### src/rtl/core/u8u16_pkg.sv
// ----------------------------------------------------------------------------
// u8u16_pkg
// Shared types and constants for the UTF-8 to UTF-16 decoder.
// ----------------------------------------------------------------------------
`default_nettype none

package u8u16_pkg;

   localparam int unsigned ByteW  = 8;
   localparam int unsigned UnitW  = 16;
   localparam int unsigned CpW    = 21;

   // result queue behind the decode stage
   localparam int unsigned QDepth = 4;
   localparam int unsigned QPtrW  = $clog2(QDepth);
   localparam int unsigned QCntW  = $clog2(QDepth + 1);

   // lead byte classes: mask / match pairs
   localparam logic [ByteW-1:0] Lead2Mask  = 8'hE0;
   localparam logic [ByteW-1:0] Lead2Match = 8'hC0;
   localparam logic [ByteW-1:0] Lead3Mask  = 8'hF0;
   localparam logic [ByteW-1:0] Lead3Match = 8'hE0;
   localparam logic [ByteW-1:0] Lead4Mask  = 8'hF8;
   localparam logic [ByteW-1:0] Lead4Match = 8'hF0;
   localparam logic [ByteW-1:0] ContMask   = 8'hC0;
   localparam logic [ByteW-1:0] ContMatch  = 8'h80;

   localparam logic [CpW-1:0] MinCp2     = 21'h00080;
   localparam logic [CpW-1:0] MinCp3     = 21'h00800;
   localparam logic [CpW-1:0] MinCp4     = 21'h10000;
   localparam logic [CpW-1:0] MaxCp      = 21'h10FFFF;
   localparam logic [CpW-1:0] SurrLo     = 21'h0D800;
   localparam logic [CpW-1:0] SurrHi     = 21'h0DFFF;
   localparam logic [CpW-1:0] BmpMax     = 21'h0FFFF;
   localparam logic [UnitW-1:0] HighBase = 16'hD800;
   localparam logic [UnitW-1:0] LowBase  = 16'hDC00;

   // sequence length minus one
   typedef enum logic [1:0] {
      SEQ_ONE   = 2'd0,
      SEQ_TWO   = 2'd1,
      SEQ_THREE = 2'd2,
      SEQ_FOUR  = 2'd3
   } seq_class_type;

   typedef struct packed {
      logic [1:0]     pending;
      logic [CpW-1:0] partial;
      seq_class_type  seq_class;
      logic           discard;
   } dec_state_type;

   typedef struct packed {
      logic [UnitW-1:0] code_unit;
      logic             error_flag;
      logic             last_of_string;
   } unit_type;

   typedef struct packed {
      logic [1:0] count;   // 0, 1 or 2 units
      unit_type   first;
      unit_type   second;
   } dec_out_type;

endpackage

`default_nettype wire

### src/rtl/core/u8u16_if.sv
// ----------------------------------------------------------------------------
// u8u16 channel interfaces
// Valid/ready channels for byte beats in and code unit beats out.
// ----------------------------------------------------------------------------
`default_nettype none

interface u8u16_req_if;
   logic                      valid;
   logic                      ready;
   logic [u8u16_pkg::ByteW-1:0] data_byte;
   logic                      end_of_string;

   modport source (output valid, output data_byte, output end_of_string, input ready);
   modport sink   (input valid, input data_byte, input end_of_string, output ready);
endinterface

interface u8u16_rsp_if;
   logic                      valid;
   logic                      ready;
   logic [u8u16_pkg::UnitW-1:0] code_unit;
   logic                      error_flag;
   logic                      last_of_string;

   modport source (output valid, output code_unit, output error_flag,
                   output last_of_string, input ready);
   modport sink   (input valid, input code_unit, input error_flag,
                   input last_of_string, output ready);
endinterface

`default_nettype wire

### src/rtl/core/u8u16_decode.sv
// ----------------------------------------------------------------------------
// u8u16_decode
// One byte step of the UTF-8 state machine: next state and up to two units.
// ----------------------------------------------------------------------------
`default_nettype none

module u8u16_decode (
   input  wire u8u16_pkg::dec_state_type        cur,
   input  wire logic [u8u16_pkg::ByteW-1:0]     data_byte,
   input  wire logic                            end_of_string,
   output u8u16_pkg::dec_state_type             nxt,
   output u8u16_pkg::dec_out_type               res
);

   u8u16_pkg::dec_state_type  clr;
   u8u16_pkg::unit_type       err_unit;
   logic [u8u16_pkg::CpW-1:0] cp;
   logic [u8u16_pkg::CpW-1:0] min_cp;
   logic [u8u16_pkg::CpW-1:0] ofs;
   logic                      cp_bad;

   always_comb begin
      clr           = '0;
      clr.seq_class = u8u16_pkg::SEQ_ONE;

      err_unit                = '0;
      err_unit.error_flag     = 1'b1;
      err_unit.last_of_string = 1'b1;

      cp = {cur.partial[u8u16_pkg::CpW-7:0], data_byte[5:0]};

      unique case (cur.seq_class)
         u8u16_pkg::SEQ_ONE:   min_cp = '0;
         u8u16_pkg::SEQ_TWO:   min_cp = u8u16_pkg::MinCp2;
         u8u16_pkg::SEQ_THREE: min_cp = u8u16_pkg::MinCp3;
         u8u16_pkg::SEQ_FOUR:  min_cp = u8u16_pkg::MinCp4;
         default:              min_cp = '0;
      endcase

      cp_bad = (cp < min_cp) || (cp > u8u16_pkg::MaxCp) ||
               ((cp >= u8u16_pkg::SurrLo) && (cp <= u8u16_pkg::SurrHi));
      ofs    = cp - u8u16_pkg::MinCp4;

      nxt   = cur;
      res   = '0;

      if (cur.discard) begin
         if (end_of_string) nxt = clr;
      end else if (cur.pending == 2'd0) begin
         priority if (!data_byte[7]) begin
            nxt                       = clr;
            res.count                 = 2'd1;
            res.first.code_unit       = {8'h00, data_byte};
            res.first.last_of_string  = end_of_string;
         end else if ((data_byte & u8u16_pkg::Lead2Mask) == u8u16_pkg::Lead2Match) begin
            nxt.partial   = {16'h0000, data_byte[4:0]};
            nxt.pending   = 2'd1;
            nxt.seq_class = u8u16_pkg::SEQ_TWO;
         end else if ((data_byte & u8u16_pkg::Lead3Mask) == u8u16_pkg::Lead3Match) begin
            nxt.partial   = {17'h00000, data_byte[3:0]};
            nxt.pending   = 2'd2;
            nxt.seq_class = u8u16_pkg::SEQ_THREE;
         end else if ((data_byte & u8u16_pkg::Lead4Mask) == u8u16_pkg::Lead4Match) begin
            nxt.partial   = {18'h00000, data_byte[2:0]};
            nxt.pending   = 2'd3;
            nxt.seq_class = u8u16_pkg::SEQ_FOUR;
         end else begin
            nxt         = clr;
            nxt.discard = !end_of_string;
            res.count   = 2'd1;
            res.first   = err_unit;
         end
         // a lead byte that ends the string is a truncated sequence
         if (data_byte[7] && end_of_string) begin
            nxt       = clr;
            res.count = 2'd1;
            res.first = err_unit;
         end
      end else if ((data_byte & u8u16_pkg::ContMask) != u8u16_pkg::ContMatch) begin
         nxt         = clr;
         nxt.discard = !end_of_string;
         res.count   = 2'd1;
         res.first   = err_unit;
      end else if (cur.pending != 2'd1) begin
         nxt.partial = cp;
         nxt.pending = cur.pending - 2'd1;
         if (end_of_string) begin
            nxt       = clr;
            res.count = 2'd1;
            res.first = err_unit;
         end
      end else if (cp_bad) begin
         nxt         = clr;
         nxt.discard = !end_of_string;
         res.count   = 2'd1;
         res.first   = err_unit;
      end else if (cp <= u8u16_pkg::BmpMax) begin
         nxt                      = clr;
         res.count                = 2'd1;
         res.first.code_unit      = cp[u8u16_pkg::UnitW-1:0];
         res.first.last_of_string = end_of_string;
      end else begin
         nxt                       = clr;
         res.count                 = 2'd2;
         res.first.code_unit       = u8u16_pkg::HighBase + {6'h00, ofs[19:10]};
         res.second.code_unit      = u8u16_pkg::LowBase + {6'h00, ofs[9:0]};
         res.second.last_of_string = end_of_string;
      end
   end

endmodule

`default_nettype wire

### src/rtl/core/utf8_to_utf16_decoder.sv
// ----------------------------------------------------------------------------
// utf8_to_utf16_decoder
// Streaming UTF-8 to UTF-16 transcoder, one byte beat in, one unit beat out.
// ----------------------------------------------------------------------------
//  channel  dir  payload                                    handshake
//  req_if   in   data_byte[7:0], end_of_string              valid/ready
//  rsp_if   out  code_unit[15:0], error_flag, last_of_string valid/ready
//
//  A byte is registered, decoded from the input register once the queue has
//  room, and its 0..2 units land in a 4-entry result queue; one byte per
//  cycle sustained while the queue keeps two free entries, and a surrogate
//  pair leaves its units in turn (the single output port sets that limit).
//  Synchronous active-high reset clears decoder state, queue and input stage.
//  Decode waits while the queue has fewer than two free entries; the input
//  register keeps taking bytes while a finished unit waits at the output.
// ----------------------------------------------------------------------------
`default_nettype none

module utf8_to_utf16_decoder (
   input  wire logic     clock,
   input  wire logic     reset,
   u8u16_req_if.sink     req_if,
   u8u16_rsp_if.source   rsp_if
);

   // input register
   logic                          in_valid_ff, in_valid_in;
   logic [u8u16_pkg::ByteW-1:0]   in_byte_ff,  in_byte_in;
   logic                          in_eos_ff,   in_eos_in;

   // decoder state
   u8u16_pkg::dec_state_type st_ff, st_in, st_nxt;
   u8u16_pkg::dec_out_type   dec_res;

   // result queue
   u8u16_pkg::unit_type            q_ff [u8u16_pkg::QDepth];
   u8u16_pkg::unit_type            q_in [u8u16_pkg::QDepth];
   logic [u8u16_pkg::QPtrW-1:0]    wr_ptr_ff, wr_ptr_in;
   logic [u8u16_pkg::QPtrW-1:0]    rd_ptr_ff, rd_ptr_in;
   logic [u8u16_pkg::QCntW-1:0]    cnt_ff,    cnt_in;
   logic [u8u16_pkg::QPtrW-1:0]    wr_ptr_p1;
   logic [1:0]                     push_cnt;

   logic fire;
   logic pop;
   logic req_beat;

   u8u16_decode u_decode (
      .cur           (st_ff),
      .data_byte     (in_byte_ff),
      .end_of_string (in_eos_ff),
      .nxt           (st_nxt),
      .res           (dec_res)
   );

   assign fire     = in_valid_ff &&
                     (cnt_ff <= u8u16_pkg::QCntW'(u8u16_pkg::QDepth - 2));
   assign pop      = rsp_if.valid && rsp_if.ready;
   assign req_beat = req_if.valid && req_if.ready;
   assign push_cnt = fire ? dec_res.count : 2'd0;
   assign wr_ptr_p1 = wr_ptr_ff + 1'b1;

   assign req_if.ready          = !in_valid_ff || fire;
   assign rsp_if.valid          = (cnt_ff != '0);
   assign rsp_if.code_unit      = q_ff[rd_ptr_ff].code_unit;
   assign rsp_if.error_flag     = q_ff[rd_ptr_ff].error_flag;
   assign rsp_if.last_of_string = q_ff[rd_ptr_ff].last_of_string;

   always_comb begin
      in_valid_in = in_valid_ff;
      in_byte_in  = in_byte_ff;
      in_eos_in   = in_eos_ff;
      if (req_beat) begin
         in_valid_in = 1'b1;
         in_byte_in  = req_if.data_byte;
         in_eos_in   = req_if.end_of_string;
      end else if (fire) begin
         in_valid_in = 1'b0;
      end

      st_in = fire ? st_nxt : st_ff;

      q_in = q_ff;
      if (push_cnt != 2'd0) q_in[wr_ptr_ff] = dec_res.first;
      if (push_cnt == 2'd2) q_in[wr_ptr_p1] = dec_res.second;

      wr_ptr_in = wr_ptr_ff + u8u16_pkg::QPtrW'(push_cnt);
      rd_ptr_in = rd_ptr_ff + (pop ? 1'b1 : 1'b0);
      cnt_in    = cnt_ff + u8u16_pkg::QCntW'(push_cnt)
                         - u8u16_pkg::QCntW'(pop);
   end

   always_ff @(posedge clock) begin
      if (reset) begin
         in_valid_ff <= 1'b0;
         st_ff       <= '0;
         wr_ptr_ff   <= '0;
         rd_ptr_ff   <= '0;
         cnt_ff      <= '0;
      end else begin
         in_valid_ff <= in_valid_in;
         st_ff       <= st_in;
         wr_ptr_ff   <= wr_ptr_in;
         rd_ptr_ff   <= rd_ptr_in;
         cnt_ff      <= cnt_in;
      end
   end

   always_ff @(posedge clock) begin
      in_byte_ff <= in_byte_in;
      in_eos_ff  <= in_eos_in;
      q_ff       <= q_in;
   end

   // queue never overfills
   a_cnt_bound: assert property (@(posedge clock) disable iff (reset)
      cnt_ff <= u8u16_pkg::QCntW'(u8u16_pkg::QDepth))
      else $error("result queue count out of range");

   // bytes swallowed after an error give nothing
   a_discard_silent: assert property (@(posedge clock) disable iff (reset)
      fire && st_ff.discard |-> push_cnt == 2'd0)
      else $error("unit produced while discarding");

   // the high half of a surrogate pair is never last nor an error
   a_pair_first: assert property (@(posedge clock) disable iff (reset)
      push_cnt == 2'd2 |-> !dec_res.first.last_of_string && !dec_res.first.error_flag)
      else $error("bad surrogate pair head");

   // an error beat always closes its string and carries no unit
   a_err_last: assert property (@(posedge clock) disable iff (reset)
      rsp_if.valid && rsp_if.error_flag |-> rsp_if.last_of_string && rsp_if.code_unit == '0)
      else $error("error beat not last or nonzero");

   // a decoded byte leaves the input register unless refilled
   a_in_drain: assert property (@(posedge clock) disable iff (reset)
      fire && !req_beat |=> !in_valid_ff)
      else $error("input register did not drain");

endmodule

`default_nettype wire

### src/flat_wrapper.sv
// flat-port wrapper written by rule: the top's interface ports become plain ports
module utf8_to_utf16_decoder_flat 
  (clock, reset, req_if_valid, req_if_data_byte, req_if_end_of_string, req_if_ready, rsp_if_valid, rsp_if_code_unit, rsp_if_error_flag, rsp_if_last_of_string, rsp_if_ready);
  u8u16_req_if req_if_i ();
  u8u16_rsp_if rsp_if_i ();
  input  wire logic clock;
  input  wire logic reset;
  input wire logic [$bits(req_if_i.valid)-1:0] req_if_valid;
  input wire logic [$bits(req_if_i.data_byte)-1:0] req_if_data_byte;
  input wire logic [$bits(req_if_i.end_of_string)-1:0] req_if_end_of_string;
  output wire logic [$bits(req_if_i.ready)-1:0] req_if_ready;
  output wire logic [$bits(rsp_if_i.valid)-1:0] rsp_if_valid;
  output wire logic [$bits(rsp_if_i.code_unit)-1:0] rsp_if_code_unit;
  output wire logic [$bits(rsp_if_i.error_flag)-1:0] rsp_if_error_flag;
  output wire logic [$bits(rsp_if_i.last_of_string)-1:0] rsp_if_last_of_string;
  input wire logic [$bits(rsp_if_i.ready)-1:0] rsp_if_ready;
  assign req_if_i.valid = req_if_valid;
  assign req_if_i.data_byte = req_if_data_byte;
  assign req_if_i.end_of_string = req_if_end_of_string;
  assign req_if_ready = req_if_i.ready;
  assign rsp_if_valid = rsp_if_i.valid;
  assign rsp_if_code_unit = rsp_if_i.code_unit;
  assign rsp_if_error_flag = rsp_if_i.error_flag;
  assign rsp_if_last_of_string = rsp_if_i.last_of_string;
  assign rsp_if_i.ready = rsp_if_ready;
  utf8_to_utf16_decoder u_core (.clock(clock), .reset(reset), .req_if(req_if_i), .rsp_if(rsp_if_i));
endmodule
### config.mk
export PLATFORM = sky130hd
export DESIGN_NAME = utf8_to_utf16_decoder_flat
export DESIGN_NICKNAME = d
export VERILOG_FILES = /design/src/rtl/core/u8u16_pkg.sv /design/src/rtl/core/u8u16_if.sv /design/src/rtl/core/u8u16_decode.sv /design/src/rtl/core/utf8_to_utf16_decoder.sv /design/src/flat_wrapper.sv
export SDC_FILE = /design/constraint.sdc
export NUM_CORES = 1
export LEC_CHECK = 0
export ABC_AREA = 1
export BUFFER_PORTS_ARGS = -buffer_cell sky130_fd_sc_hd__buf_4
export CAP_MARGIN = 15
export CORE_UTILIZATION = 45
export CTS_CLUSTER_SIZE = 28
export DETAILED_ROUTE_END_ITERATION = 16
export GPL_TIMING_DRIVEN = 0
export PLACE_DENSITY = 0.69
export SLEW_MARGIN = 20
export SYNTH_ARGS = -nofsm -noshare
export SYNTH_HDL_FRONTEND = slang
export SYNTH_HIERARCHICAL = 1
export SYNTH_SLANG_ARGS = --single-unit
### constraint.sdc
create_clock -name clock -period 3.2 [get_ports clock]
set_input_delay 0 -clock clock [delete_from_list [all_inputs] [get_ports clock]]
set_output_delay 0 -clock clock [all_outputs]
set_load 0.01 [all_outputs]
### Word-level counts from Yosys, hierarchy flattened

Cells that the tools add are included.

| operators by class | value |
|---|---|
| $add $sub $neg | 9 |
| multipliers | 0 |
| div/mod/pow operators | 0 |
| order comparisons | 11 |
| eq/ne operators | 11 |
| shift-type cells | 0 |
| mux-type cells | 59 |
| bitwise logic cells | 3 |
| reductions and logical operators | 19 |

Operator list:

| operator | count |
|---|---|
| 2-to-1 mux 26 bit | 8 |
| bitwise mux 72 bit | 2 |
| 2-to-1 mux 72 bit | 2 |
| 2-to-1 mux 18 bit | 7 |
| case mux 21 bit (4 select lines) | 1 |
| 2-to-1 mux 16 bit | 5 |
| 2-to-1 mux 20 bit | 4 |
| 2-to-1 mux 19 bit | 4 |
| 2-to-1 mux 25 bit | 3 |
| demux 18 bit (select 2 bit) | 2 |
| less-or-equal comparator 21 x 16 -> 1 bit (second input constant) | 2 |
| binary-select mux 18 bit (select 2 bit) | 1 |
| 2-to-1 mux 36 bit | 1 |
| adder 15 x 11 -> 16 bit (first input constant) | 2 |
| greater-or-equal comparator 21 x 16 -> 1 bit (second input constant) | 1 |
| greater-than comparator 21 bit (second input constant) | 1 |
| less-than comparator 21 bit | 1 |
| subtractor 20 x 17 -> 20 bit (second input constant) | 1 |
| 2-to-1 mux 1 bit | 18 |
| greater-or-equal comparator 3 bit (second input constant) | 3 |
| NOT 2 -> 3 bit | 3 |
| logical AND 1 bit | 7 |
| equality test 2 bit (second input constant) | 3 |
| less-than comparator 3 x 1 -> 1 bit (second input constant) | 2 |
| 21 further kinds | 28 |

| storage, ports and cells | value |
|---|---|
| bits in registers | 109 |
| latch bits | 0 |
| memory bits (writable) | 0 |
| bits in read-only memories | 0 |
| bits of input ports | 13 |
| memories | 0 |

### Logic depth before layout (Yosys ltp)

Gate-level depths: netlist (run 1).

| logic depth | value |
|---|---|
| depth in word-level cells | 15 |
| mapped depth | 23 |
| mapped depth without buffers | 21 |

### Hierarchy

The synthesis (run 1) kept the hierarchy.

Modules (own cells, without submodules):

| module | instances | cells an instance | area each (µm²) | seq. area each (µm²) |
|---|---|---|---|---|
| utf8_to_utf16_decoder | 1 | 1010 | 6292.3 | 2392.3 |
| u8u16_decode | 1 | 309 | 1537.7 | 0.0 |

### Worst setup path after synthesis (run 1)

Ideal clock, no wire load.

| timing | value |
|---|---|
| path kind | reg2reg |
| from | register u_core/st_ff[2] (netlist bit) |
| to | register u_core/cnt_ff[2] (netlist bit) |
| arrival | 3330 ps |
| path slack | -258 ps |
| stages on the path, launching flop included | 21 |
| buffers on the path | 0 |
| clock period less this slack | 3458 ps |
| path through | dfxtp_1 inv_1 or2_2 ha_1 nand2_1 o21a_1 nand2_1 nand2_1 nand2_1 nand3_2 nor2_4 nor3_1 nand3_1 ha_1 inv_1 ha_1 inv_1 fa_1 xor2_1 inv_1 nor2_1 |

RTL lines:

| element | line | text |
|---|---|---|
| start, declared | utf8_to_utf16_decoder.sv:32 | `u8u16_pkg::dec_state_type st_ff, st_in, st_nxt;` |
| start signal, assigned | utf8_to_utf16_decoder.sv:102 | `st_ff <= st_in;` |
| end signal, assigned | utf8_to_utf16_decoder.sv:105 | `cnt_ff <= cnt_in;` |
| end, declared | utf8_to_utf16_decoder.sv:40 | `logic [u8u16_pkg::QCntW-1:0] cnt_ff, cnt_in;` |

==> results.sh, run 1 <==
export IMPL_skew_ns=0.0149
export IMPL_grt_start_max_net_pins=19
export IMPL_grt_use_total=0.264
export IMPL_hp_class="in2reg"
export IMPL_cts_tree="done"
export IMPL_leakage_uw=0.00424
export IMPL_max_cap_viol_count=0
export IMPL_crit_buf_inv=8
export IMPL_syn_to_final_growth_pct=18.7
export IMPL_core_rowCount=47
export IMPL_drc=0
export IMPL_cp_top_family="simple AND/OR/NAND/NOR gates"
export IMPL_period_share=0.963
export IMPL_dp_cells=1535
export IMPL_tightest_slew_ns=0.852
export IMPL_setup_tns_ns=0
export IMPL_r2r_setup_slack_ns=0.12
export IMPL_multi_input_area_um2=4400
export IMPL_crit_arrival_ns=3.35
export IMPL_h_tree_depth=3
export IMPL_drt_vias_per_instance=5.20
export IMPL_fillers=1626
export IMPL_end_kind="flop"
export IMPL_peakVddDrop_uv=300
export IMPL_fin_area_um2=9000
export IMPL_die_area_um2=17400
export IMPL_drtIter0Drc=844
export IMPL_hold_viol=0
export IMPL_yosys_warnings=6
export IMPL_startpoint_type="flop"
export IMPL_grt_overflow=0
export IMPL_gp_congestion=0.953
export IMPL_portBuffers=31
export IMPL_finish_net_count=1387
export IMPL_setup_viol=0
export IMPL_cpPeakStageDelay_ns=0.35
export IMPL_p_total_uw=4870
export IMPL_cp_slowest_cell="dfxtp_2"
export IMPL_syn_area_per_cell_um2=5.91
export IMPL_route_vias_total=8251
export IMPL_final_common_cell="nand2_1"
export IMPL_cpMostUsedCell="nand2_1"
export IMPL_path_clk_slew_ns=0.08
export IMPL_die_w_um=132
export IMPL_maxSlewViolCount=0
export IMPL_root_buffer="clkbuf_16"
export IMPL_path_max_fanout=10
export IMPL_timing_fmax_mhz=325
export IMPL_start_util=0.459
export IMPL_numCtsBuffers=9
export IMPL_drt_first_pass_iters=5
export IMPL_status="complete, no violations"
export IMPL_crit_required_ns=3.47
export IMPL_grt_pass1_vias=7220
export IMPL_antennaDiodeCount=0
export IMPL_synthCells=1283
export IMPL_ios=33
export IMPL_final_cells=1588
export IMPL_placed_area_um2=8100
export IMPL_fin_crit_ns=3.08
export IMPL_clkSinkCount=109
export IMPL_core_um2=16500
export IMPL_die_h_um=132
export IMPL_path_cells="inv_2, or2_4, ha_4, nand2_1, nor2_1, nand2_1, nand2_1, nand2_1, nand2_2, nand3_4, nor2_4, nand2_4, buf_12, clkinv_8, nand3_4, buf_12, nor2_8, buf_6, nand2_8, clkinv_8, buf_4, nand2_1, nand2_1, inv_1"
export IMPL_clkLatencyLatePin_ns=0.37
export IMPL_clk_path_buf_depth=2
export IMPL_antenna_found_initial=0
export IMPL_p_per_area_nw_per_um2=541
export IMPL_syn_cell_area_um2=7580
export IMPL_dp_hpwl_mm=16.9
export IMPL_crit_type="reg2reg"
export IMPL_grt_pass1_wl_mm=36.7
export IMPL_drt_total_wl_mm=23.4
export IMPL_drive_gt1_frac=0.125
export IMPL_register_area_um2=2280
export IMPL_relSlewSlack=0.432
export IMPL_avgRoutedWirePerCell_um=14.7
export IMPL_final_cell_mix="474 x nand2_1, 162 x inv_1, 124 x o21ai_0"
export IMPL_postRouteAntennaNets=0
[state kept, by name, indices dropped and copies added (netlist names)]
register            flops
u_core/cnt_ff           3
u_core/in_byte_ff       8
u_core/st_ff           20
u_core/in_eos_ff        1
u_core/q_ff            72
u_core/in_valid_ff      1
u_core/rd_ptr_ff        2
u_core/wr_ptr_ff        2
[routing by layer]
layer  up-vias  global-route usage  part of all wire
met2       349               0.428              0.46
met3        41              0.0438             0.077
li1       4168                   -                 -
met4         0              0.0975             0.021
met1      3693               0.351              0.44
met5         -                   0                 0
[area by class of cell]
cell class | instances | area share
Inverter | 176 | 0.0801
Tap cell | 220 | 0.0306
Sequential cell | 109 | 0.253
Clock buffer | 9 | 0.0250
Buffer | 67 | 0.0434
Multi-Input combinational cell | 931 | 0.489
Timing Repair Buffer | 69 | 0.0685
Clock inverter | 7 | 0.0110
[through the flow]
stage	hold slack, ns	util	setup WS, ns
6_report	0.288	0.545	0.119
5_1_grt	0.353	0.545	-0.0163
4_1_cts	0.263	0.522	0.0318
3_5_place_dp	0.179	0.490	-0.335
3_3_place_gp	0.178	0.490	-0.309
2_1_floorplan	0.0989	-	0.00127
[power by group]
group	switching (uW)	internal [uW]	leakage, uW
Clock	559	693	0.000161
Combinational	1150	710	0.00318
Sequential	174	1590	0.000900
Total	1880	2990	0.00424
[worst reg2reg max path, cell delays in order (launching register included)]
cell and delay [ns]:
dfxtp_2 0.35, inv_2 0.05, or2_4 0.23, ha_4 0.26
nand2_1 0.07, nor2_1 0.13, nand2_1 0.06, nand2_1 0.06
nand2_1 0.06, nand2_2 0.10, nand3_4 0.08, nor2_4 0.20
nand2_4 0.09, buf_12 0.14, clkinv_8 0.07, nand3_4 0.10
buf_12 0.16, nor2_8 0.16, buf_6 0.14, nand2_8 0.08
clkinv_8 0.09, buf_4 0.12, nand2_1 0.05, nand2_1 0.08
inv_1 0.04
[timing repair]
item	CTS	global route
hold endpoints to repair	13	0
cloned	0	2
hold buffers	11	0
buffers inserted	5	20
pin swaps	3	4
endpoints found under the setup margin	72	73
gates resized for setup	12	56
[path summary, 6_finish.rpt]
path                     from             endpoint  cells past startpoint
min              rsp_if_ready  u_core/rd_ptr_ff[0]                      5
max           u_core/st_ff[2]       u_core/q_ff[3]                     24
max reg2reg   u_core/st_ff[2]       u_core/q_ff[3]                     24
min reg2reg  u_core/st_ff[25]     u_core/st_ff[25]                      2
No activity file was read; power rests on OpenSTA's default activity.
==> inputs of run 2 (changes only) <==
CORE_UTILIZATION = 50   (was 45)
PLACE_DENSITY = 0.74   (was 0.69)
==> run 2 against run 1 <==
  * Worst setup slack improved by 0.021 ns
  * Worst hold slack got worse by 0.020 ns
  * Utilization rose by 7.5 points
  * Cell count shrank 1.6%
  * Global-route usage rose by 2.9 points
  * Clock skew shrank 0.0099 ns
  * Sequential cell count did not move
  * Sequential power barely moved
  * Design area up 0.82%
  * Critical endpoint is now u_core/cnt_ff[2]
  * Highest routed layer unchanged
==> results.sh, run 2 (synthesis gave the netlist of run 1 again) <==
export IMPL_grt_start_max_net_pins=17
export IMPL_die_h_um=125
export IMPL_setup_tns_ns=0
export IMPL_crit_arrival_ns=3.30
export IMPL_drc=0
export IMPL_finish_net_count=1399
export IMPL_route_vias_total=8408
export IMPL_path_max_fanout=8
export IMPL_r2r_cells=18
export IMPL_tightest_slew_ns=0.841
export IMPL_portBuffers=31
export IMPL_largest_registers="u_core/q_ff: 72 flops, u_core/st_ff: 20 flops, u_core/in_byte_ff: 8 flops"
export IMPL_start_util=0.518
export IMPL_hold_path_depth=5
export IMPL_antennaDiodeCount=0
export IMPL_drt_vias_per_instance=5.38
export IMPL_largest_reg_flops=72
export IMPL_status="complete, no violations"
export IMPL_multi_input_area_um2=4410
export IMPL_clk_path_buf_depth=2
export IMPL_path_cells="nand2_1, nor2_4, nand2_1, nor2_4, buf_4, nand2_1, nand2_1, nand3_2, nor2_4, nand2_2, buf_12, clkinv_8, nand3_4, ha_4, fa_2, xor2_1, inv_1, nor2_1"
export IMPL_h_tree_depth=3
export IMPL_core_rowCount=44
export IMPL_end_kind="flop"
export IMPL_drtIter0Drc=914
export IMPL_hold_viol=0
export IMPL_placed_area_um2=8050
export IMPL_grt_pass1_vias=7316
export IMPL_path_clk_slew_ns=0.07
export IMPL_period_share=0.956
export IMPL_die_area_um2=15700
export IMPL_relSlewSlack=0.439
export IMPL_cpPeakStageDelay_ns=0.45
export IMPL_cp_slowest_cell="edfxtp_1"
export IMPL_fillers=1362
export IMPL_crit_type="reg2reg"
export IMPL_maxSlewViolCount=0
export IMPL_final_common_cell="nand2_1"
export IMPL_fin_area_um2=9080
export IMPL_hp_class="in2reg"
export IMPL_startpoint_type="flop"
export IMPL_grt_use_total=0.293
export IMPL_root_buffer="clkbuf_16"
export IMPL_p_per_area_nw_per_um2=527
export IMPL_register_area_um2=2280
export IMPL_clkSinkCount=109
export IMPL_drt_first_pass_iters=7
export IMPL_cts_tree="done"
export IMPL_setup_viol=0
export IMPL_ios=33
export IMPL_max_cap_viol_count=0
export IMPL_dp_hpwl_mm=16.7
export IMPL_cpMostUsedCell="nand2_1"
export IMPL_timing_fmax_mhz=327
export IMPL_gp_congestion=0.980
export IMPL_grt_overflow=0
export IMPL_drive_gt1_frac=0.139
export IMPL_numCtsBuffers=9
export IMPL_leakage_uw=0.00427
export IMPL_clkLatencyLatePin_ns=0.36
export IMPL_fin_crit_ns=3.06
export IMPL_skew_ns=0.00505
export IMPL_core_um2=14600
export IMPL_crit_required_ns=3.44
export IMPL_final_cell_mix="475 x nand2_1, 159 x inv_1, 124 x o21ai_0"
export IMPL_avgRoutedWirePerCell_um=15.0
export IMPL_drt_total_wl_mm=23.4
export IMPL_peakVddDrop_uv=290
export IMPL_antenna_found_initial=0
export IMPL_die_w_um=125
export IMPL_grt_pass1_wl_mm=36.5
export IMPL_top_register="u_core/q_ff"
export IMPL_syn_to_final_growth_pct=19.7
export IMPL_postRouteAntennaNets=0
run 2: cell types whose count changed in the layout (fill, tap and decap cells not counted), sizes merged:
| cell | previous run | this run |
|---|---|---|
| clkinvlp | 0 | 2 |
| clkinv | 12 | 9 |
| bufinv | 2 | 1 |
| clkbuf | 50 | 52 |
| inv | 169 | 167 |
| buf | 84 | 97 |
run 2: where the power goes:
part	internal, uW	switching, uW	leakage, uW	total (uW)
clock network	646	511	0.000141	1160
registers	1590	177	0.000903	1760
logic	714	1150	0.00323	1860
run 2: final cells by class:
cell class / count / share of cell area
inverter: 176 / 0.0802
sequential: 109 / 0.252
timing repair buffer: 81 / 0.0820
tap: 184 / 0.0254
clock inverter: 3 / 0.00496
clock buffer: 12 / 0.0283
buffer: 67 / 0.0418
multi-input combinational: 931 / 0.486
run 2: repair_timing:
item	in CTS	in global routing
buffers inserted	6	31
setup endpoints to repair	72	74
pin swaps	2	8
hold endpoints to repair	13	0
gates resized for setup	20	49
hold buffers	11	0
cloned	0	2
run 2: per-layer routing:
metal  global-route usage  share of wire  routed length, um
met5                    0              0                  0
met4                0.133          0.031                716
met3               0.0428          0.076               1780
met2                0.491           0.47              10900
met1                0.372           0.43              10000
run 2: metrics by stage:
step / total power [uW] / util / setup WS, ns / hold slack, ns / cells
2_1_floorplan: 2920 / - / 0.00127 / 0.0989 / 1284
3_3_place_gp: 3510 / 0.550 / -0.301 / 0.178 / 1499
3_5_place_dp: 3540 / 0.550 / -0.369 / 0.179 / 1499
4_1_cts: 4730 / 0.587 / -0.0311 / 0.262 / 1531
5_1_grt: 5090 / 0.620 / -0.0327 / 0.329 / 1563
6_report: 4780 / 0.620 / 0.140 / 0.268 / 1563
run 2: worst max-delay path: cells and delay by family (launching register included):
kind	cells	cell delay (ns)
AND/OR/NAND/NOR	11	1.23
buffers and inverters	4	0.42
adder cells (fa/ha/maj)	2	0.65
XOR/XNOR	1	0.17
flip-flops	1	0.45
run 2: path summary, 6_finish.rpt:
check,slack [ns],end,startpoint
setup reg to reg,0.14,u_core/cnt_ff[2],u_core/in_byte_ff[3]
hold reg to reg,0.47,u_core/st_ff[25],u_core/st_ff[25]
hold / removal,0.27,u_core/rd_ptr_ff[0],rsp_if_ready
setup / recovery,0.14,u_core/cnt_ff[2],u_core/in_byte_ff[3]
